**src/rtl/jhg_pkg.sv**
```systemverilog
`default_nettype none
package jhg_pkg;

   localparam int GRID_MAX_DEFAULT = 64;

   localparam int CELL_W  = 25;
   localparam int SIZE_W  = 7;
   localparam int COORD_W = 6;
   localparam int CMD_W   = 2;
   localparam int COUNT_W = 16;
   localparam int CSR_AW  = 5;
   localparam int CSR_DW  = 32;

   localparam logic [CMD_W-1:0] CMD_LOAD  = 2'd0;
   localparam logic [CMD_W-1:0] CMD_SWEEP = 2'd1;
   localparam logic [CMD_W-1:0] CMD_READ  = 2'd2;

   localparam logic [2:0] REG_GRID_SIZE  = 3'd0;
   localparam logic [2:0] REG_FIRE_START = 3'd1;
   localparam logic [2:0] REG_FIRE_END   = 3'd2;
   localparam logic [2:0] REG_FIRE_TEMP  = 3'd3;
   localparam logic [2:0] REG_EDGE_TEMP  = 3'd4;

   localparam logic [SIZE_W-1:0] GRID_SIZE_RESET  = 7'd64;
   localparam logic [SIZE_W-1:0] FIRE_START_RESET = 7'd20;
   localparam logic [SIZE_W-1:0] FIRE_END_RESET   = 7'd44;
   localparam logic [CELL_W-1:0] FIRE_TEMP_RESET  = 25'd19660800;
   localparam logic [CELL_W-1:0] EDGE_TEMP_RESET  = 25'd1310720;

   localparam logic [SIZE_W-1:0] GRID_MIN = 7'd3;
   localparam logic [COUNT_W-1:0] COUNT_MAX = 16'hFFFF;

   typedef struct packed {
      logic start;
      logic load_wr;
      logic ns_issue;
      logic we_issue;
      logic flush;
      logic rd_issue;
      logic rd_capture;
      logic finish;
   } ctrl_cmd_type;

   typedef struct packed {
      logic [CMD_W-1:0] command;
      logic             rd_in_range;
      logic             last_cell;
      logic             out_free;
   } dp_status_type;

endpackage
`default_nettype wire

```
**src/rtl/jhg_ctrl.sv**
```systemverilog
`default_nettype none
module jhg_ctrl (
   input  wire logic                   clock,
   input  wire logic                   reset,
   input  wire logic                   req_valid,
   output logic                        req_stall,
   output jhg_pkg::ctrl_cmd_type       cmd,
   input  wire jhg_pkg::dp_status_type status
);

   localparam logic [3:0] ST_IDLE     = 4'd0;
   localparam logic [3:0] ST_DISPATCH = 4'd1;
   localparam logic [3:0] ST_LOAD     = 4'd2;
   localparam logic [3:0] ST_SW_NS    = 4'd3;
   localparam logic [3:0] ST_SW_WE    = 4'd4;
   localparam logic [3:0] ST_SW_FLUSH = 4'd5;
   localparam logic [3:0] ST_RD_ISSUE = 4'd6;
   localparam logic [3:0] ST_RD_WAIT  = 4'd7;
   localparam logic [3:0] ST_FINISH   = 4'd8;

   logic [3:0] state_ff, state_in;

   always_comb begin
      state_in = state_ff;
      cmd      = '0;
      unique case (state_ff)
         ST_IDLE: begin
            if (req_valid) begin
               cmd.start = 1'b1;
               state_in  = ST_DISPATCH;
            end
         end
         ST_DISPATCH: begin
            unique case (status.command)
               jhg_pkg::CMD_LOAD:  state_in = ST_LOAD;
               jhg_pkg::CMD_SWEEP: state_in = ST_SW_NS;
               jhg_pkg::CMD_READ:  state_in = status.rd_in_range ? ST_RD_ISSUE : ST_FINISH;
               default:            state_in = ST_FINISH;
            endcase
         end
         ST_LOAD: begin
            cmd.load_wr = 1'b1;
            if (status.last_cell) begin
               state_in = ST_FINISH;
            end
         end
         ST_SW_NS: begin
            cmd.ns_issue = 1'b1;
            state_in     = ST_SW_WE;
         end
         ST_SW_WE: begin
            cmd.we_issue = 1'b1;
            state_in     = status.last_cell ? ST_SW_FLUSH : ST_SW_NS;
         end
         ST_SW_FLUSH: begin
            // write the last pending cell
            cmd.flush = 1'b1;
            state_in  = ST_FINISH;
         end
         ST_RD_ISSUE: begin
            cmd.rd_issue = 1'b1;
            state_in     = ST_RD_WAIT;
         end
         ST_RD_WAIT: begin
            cmd.rd_capture = 1'b1;
            state_in       = ST_FINISH;
         end
         ST_FINISH: begin
            if (status.out_free) begin
               cmd.finish = 1'b1;
               state_in   = ST_IDLE;
            end
         end
         default: begin
            state_in = ST_IDLE;
         end
      endcase
   end

   always_ff @(posedge clock) begin
      if (reset) begin
         state_ff <= ST_IDLE;
      end else begin
         state_ff <= state_in;
      end
   end

   assign req_stall = (state_ff != ST_IDLE);

   a_cmd_onehot: assert property (@(posedge clock) disable iff (reset)
      $onehot0({cmd.start, cmd.load_wr, cmd.ns_issue, cmd.we_issue,
                cmd.flush, cmd.rd_issue, cmd.rd_capture, cmd.finish}))
      else $error("more than one datapath command at once");

   a_accept_leaves_idle: assert property (@(posedge clock) disable iff (reset)
      (req_valid && !req_stall) |=> (state_ff == ST_DISPATCH))
      else $error("accepted transaction not dispatched");

   a_sweep_phases: assert property (@(posedge clock) disable iff (reset)
      (state_ff == ST_SW_NS) |=> (state_ff == ST_SW_WE))
      else $error("sweep phase order broken");

endmodule
`default_nettype wire

```
**config.mk**
```make
export PLATFORM = sky130hd
export DESIGN_NAME = jhg_ctrl
export DESIGN_NICKNAME = d
export VERILOG_FILES = /design/src/rtl/jhg_pkg.sv /design/src/rtl/jhg_ctrl.sv
export SDC_FILE = /design/constraint.sdc
export NUM_CORES = 1
export LEC_CHECK = 0
export BUFFER_PORTS_ARGS = -buffer_cell sky130_fd_sc_hd__buf_2
export CAP_MARGIN = 20
export CORE_AREA = 2 2 39 41
export CTS_CLUSTER_SIZE = 40
export DETAILED_ROUTE_END_ITERATION = 7
export DIE_AREA = 0 0 41 43
export GPL_TIMING_DRIVEN = 1
export RECOVER_POWER = 50
export SYNTH_ARGS = -nofsm -noshare
export SYNTH_HDL_FRONTEND = slang
export SYNTH_SLANG_ARGS = --single-unit
```
**constraint.sdc**
```tcl
create_clock -name clock -period 1.6 [get_ports clock]
set_clock_uncertainty 0.05 [all_clocks]
set_input_delay 0.32 -clock clock [delete_from_list [all_inputs] [get_ports clock]]
set_output_delay 0.32 -clock clock [all_outputs]
set_load 0.02 [all_outputs]
```
== Word-level counts from Yosys, hierarchy flattened ==
Index checks and enable logic that the tools add are counted.

* Add/subtract/negate cells: 0
* $mul: 0
* Divide/modulo/power cells: 0
* $lt $le $gt $ge: 0
* Equal/unequal tests: 13
* Shift-type cells: 0
* Mux-type cells: 17
* Bitwise gates (word level): 0
* Reductions and logical operators: 5

{| class="wikitable"
|+ Operators with widths
! kind !! count
|-
| $pmux 4 s8 || 1
|-
| $eq 4x3->1 const B || 4
|-
| $mux 4 || 4
|-
| $pmux 4 s3 || 1
|-
| $mux 1 || 10
|-
| $eq 4x2->1 const B || 2
|-
| $ne 2x2->1 const B || 3
|-
| $eq 4x1->1 const B || 1
|-
| $eq 4x4->1 const B || 1
|-
| $logic_not 4->1 || 1
|-
| $reduce_bool 4->1 || 1
|-
| $mux 3 || 1
|-
| $reduce_and 3->1 || 1
|-
| $eq 2x1->1 const B || 1
|-
| $eq 2x2->1 const B || 1
|-
| $logic_not 2->1 || 1
|-
| $reduce_or 2->1 || 1
|}

* Bits in registers: 4
* Bits in latches: 0
* RAM bits: 0
* Memory bits (read-only): 0
* Output and inout port bits: 9
* Word-level logic and storage cells: 36
* Memories: 0

== Longest topological paths before layout ==
* Word-level depth: 3
* Depth in mapped cells: 5
* Depth with buffers taken out: 4

== Worst setup path before layout ==
No wires, ideal clock.

* Path type: flip-flop to output port
* Start point: reg state_ff[3]
* End point: out cmd[3] (netlist bit)
* Arrival: 1.049 ns
* Path slack: 0.181 ns
* Cell stages (with the launch flop): 4
* Cell sequence: dfxtp_1 -> buf_6 -> nand2b_1 -> nor3_1

{| class="wikitable"
|+ RTL lines
! element !! RTL line !! RTL
|-
| start, declared || jhg_ctrl.sv:21 || <nowiki>logic [3:0] state_ff, state_in;</nowiki>
|-
| start signal, assigned || jhg_ctrl.sv:84 || <nowiki>state_ff <= state_in;</nowiki>
|-
| end, declared || jhg_ctrl.sv:7 || <nowiki>output jhg_pkg::ctrl_cmd_type cmd,</nowiki>
|}

==> out/qor.json <==
{
  "cells_and_area": {
    "antenna-diode-count": 0,
    "syn2layout_area_growth_pct": 30.97,
    "fraction_of_layout_cells_with_a_size_suffix_above_1_pct": 40.98,
    "num-fill-cells": 164,
    "largest_register_ff_count": 4,
    "reg_top3": "state_ff: 4 flops",
    "fin_util_pct": 31.74,
    "regMostFlops": "state_ff",
    "nets": 71
  },
  "power": {
    "switchingPower_uw": 216.6,
    "static-leakage-power_nw": 0.1994,
    "combPwrFrac_pct": 42.6,
    "power_density_nw_per_um2": 1175,
    "internal_power_uw": 299.5,
    "power_switching_share_pct": 41.96,
    "worst_ir_drop_vdd_uv": 438.3,
    "share_seq_of_total_power_pct": 34.4,
    "clock_power_share_pct": 23.1
  },
  "yosys": {
    "biggest_area_consumer_among_synthesized_cells": "dfxtp_1",
    "synth_fp_nets": 54,
    "synthTopCellsByArea": "dfxtp_1, nor3_1, nor2_1",
    "avg_cell_area_syn_sq_um": 7.290,
    "register_bit_count_reported_by_yosys": 4,
    "synth.distinct_cells": 23,
    "synth_top_cell_area_share_pct": 23.88,
    "ys_seq_area_share_pct": 23.88,
    "dominantRegCellSynth": "dfxtp_1",
    "netlist_area_sq_um": 335.3,
    "count_of_flip_flops_with_a_built_in_enable_after_synthesis": 0,
    "synthesis.yosys.warnings": 0,
    "syn_inst": 46,
    "yosys-top-cells-count": "nor2_1, nor3_1, dfxtp_1, inv_1",
    "synth.most_common_cell": "nor2_1",
    "async_reset_ff_share_pct": 0
  },
  "cts": {
    "cts_root_buf": "clkbuf_4",
    "ctsHtreeMaxLevel": 1,
    "cts.sink_count": 4,
    "post-cts-setup-buffers": 0,
    "cts_tree": "done",
    "postCtsHoldBufs": 0,
    "clock_latency_ps": 230,
    "cts-root-to-sink-buffers": 2,
    "cts_resized": 1,
    "cts_inserted_buffers": 3,
    "clk_pin_slew_worst_paths_ps": 40
  },
  "routing": {
    "drt_wl_total_um": 771,
    "post_drt_via_cell_ratio": 4.662,
    "routed_wire_length_per_instance_um": 10.01,
    "detailedRoute.firstIterationViolations": 0,
    "dr_total_vias": 359,
    "ant_nets": 0,
    "remaining_drc_errors": 0,
    "drt_pre_antenna_iters": 1
  },
  "grt": {
    "globalRoute.totalOverflow": 0,
    "wire_length_of_the_first_global_routing_pass_um": 1083,
    "grt_pass1_vias": 282,
    "pin_count_of_the_biggest_net_entering_global_routing": 12,
    "grt_antenna_before_repair": 0,
    "grt_usage_pct": 8.936
  },
  "setup_path": {
    "critPathArrivalTime_ps": 1130,
    "crit_end": "cmd[4]",
    "worst_setup_path_startpoint": "state_ff[3]",
    "data_required_time_at_the_worst_endpoint_ps": 1230,
    "count_of_cells_along_the_worst_register_to_register_path": 3,
    "r2r_startpoint": "state_ff[1]",
    "worstPathMaxFanout": 9,
    "critical_path_class": "reg2out",
    "r2r-end": "state_ff[0]",
    "regToRegSetupSlack_ps": 290,
    "endpoint_kind": "output pin",
    "startpoint_class_of_the_critical_path": "flop"
  },
  "hold_path": {
    "hold_path_class": "in2reg"
  },
  "timing": {
    "finalSetupViolations": 0,
    "max_slew_margin_pct": 79.69,
    "worst-slew-pin-transition_ps": 304.2,
    "period_minus_slack_ps": 1503,
    "maxSlewViolCount": 0,
    "final.period_utilization_pct": 93.95,
    "setup_repair_after_global_routing_missed_its_margin": "no",
    "hold_viol_final": 0,
    "fin_setup_tns_ps": 0,
    "timing.fmax_ghz": 0.6653,
    "finalHoldWorstSlack_ps": 256.6
  },
  "die": {
    "initial_core_util_pct": 24.23,
    "design.portCount": 17,
    "fp-row-count": 14,
    "die_y_um": 43,
    "coreArea_sq_um": 1384,
    "die_w_um": 41,
    "die_area_sq_um": 1763
  },
  "run": {
    "maxCapViolCount": 0
  },
  "place": {
    "numPortBuffers": 16,
    "routabilityCongestion": 0.6716
  },
  "outcome": {
    "outcome": "completed"
  }
}
kinds of logic after synthesis:
kind of cell	after synthesis	synth area share (%)
adders and majority gates	1	2.985
buffers and inverters	8	13.06
and+or+nand+nor	23	35.08
muxes	1	2.985
AOI/OAI and AO/OA	9	22.01
DFF	4	23.88
how the worst min path moves through the flow:
stage          start          end  slack, ps  cells past startpoint
2_1_floorplan  reset  state_ff[2]        350                      1
3_3_place_gp   reset  state_ff[2]        500                      2
3_5_place_dp   reset  state_ff[1]        500                      2
4_1_cts        reset  state_ff[1]        250                      2
5_1_grt        reset  state_ff[1]        260                      2
6_report       reset  state_ff[1]        260                      2
critical path, stage by stage (launching register included):
cell	delay (ps)
dfxtp_1	380
nand2b_4	190
nor3_1	140
buf_2	190
layer usage:
metal  global-route usage (%)  share of wire [%]  vias to the layer above  wire length (um)
li1                         -                  -                      193                 -
met1                    11.25                 50                      152               387
met2                    13.13                 42                       14               325
met3                    3.141                7.7                        0                59
met4                    4.000                  0                        0                 0
met5                        0                  0                        -                 0
stage by stage:
stage	instances	worst slack (ps)	cell area [sq um]	total power [mW]
CTS	77	0.6116	430.4	0.5165
floorplan	46	180.9	335.3	0.3480
global route	77	22.61	439.2	0.5603
global placement	74	157.0	406.6	0.3914
detailed placement	74	187.4	406.6	0.3915
finish	77	96.84	439.2	0.5161
power by group through the flow:
stage	clock (mW)	sequential [mW]	combinational [mW]
floorplan	0	0.128	0.220
global placement	0	0.171	0.220
detailed placement	0	0.171	0.221
CTS	0.124	0.171	0.221
global route	0.131	0.183	0.247
finish	0.119	0.177	0.220
area by class of cell:
class | instances | area, sq um | area share, %
repair buffers | 16 | 78.83 | 17.95
inverters | 4 | 15.01 | 3.419
multi-input cells | 34 | 219.0 | 49.86
well taps | 16 | 20.02 | 4.558
flip-flops and latches | 4 | 83.83 | 19.09
clock buffers | 3 | 22.52 | 5.128
placed cells by master (no fill, tap or decap):
master / count
a21oi_1: 1
dfxtp_2: 3
mux2i_1: 1
a311o_1: 1
nor2_2: 2
and3_1: 1
nor2_1: 5
or3_1: 1
a31oi_1: 2
nand2b_4: 1
clkbuf_4: 3
o31ai_2: 1
maj3_1: 1
nand4b_1: 1
nand2_1: 3
dfxtp_1: 1
nand2b_1: 2
o22a_1: 1
and4b_1: 1
buf_2: 15
inv_1: 4
o21ai_1: 1
a211oi_1: 2
clkbuf_1: 1
nor3_1: 6
Note: power is estimated with default switching activity, not from simulation.
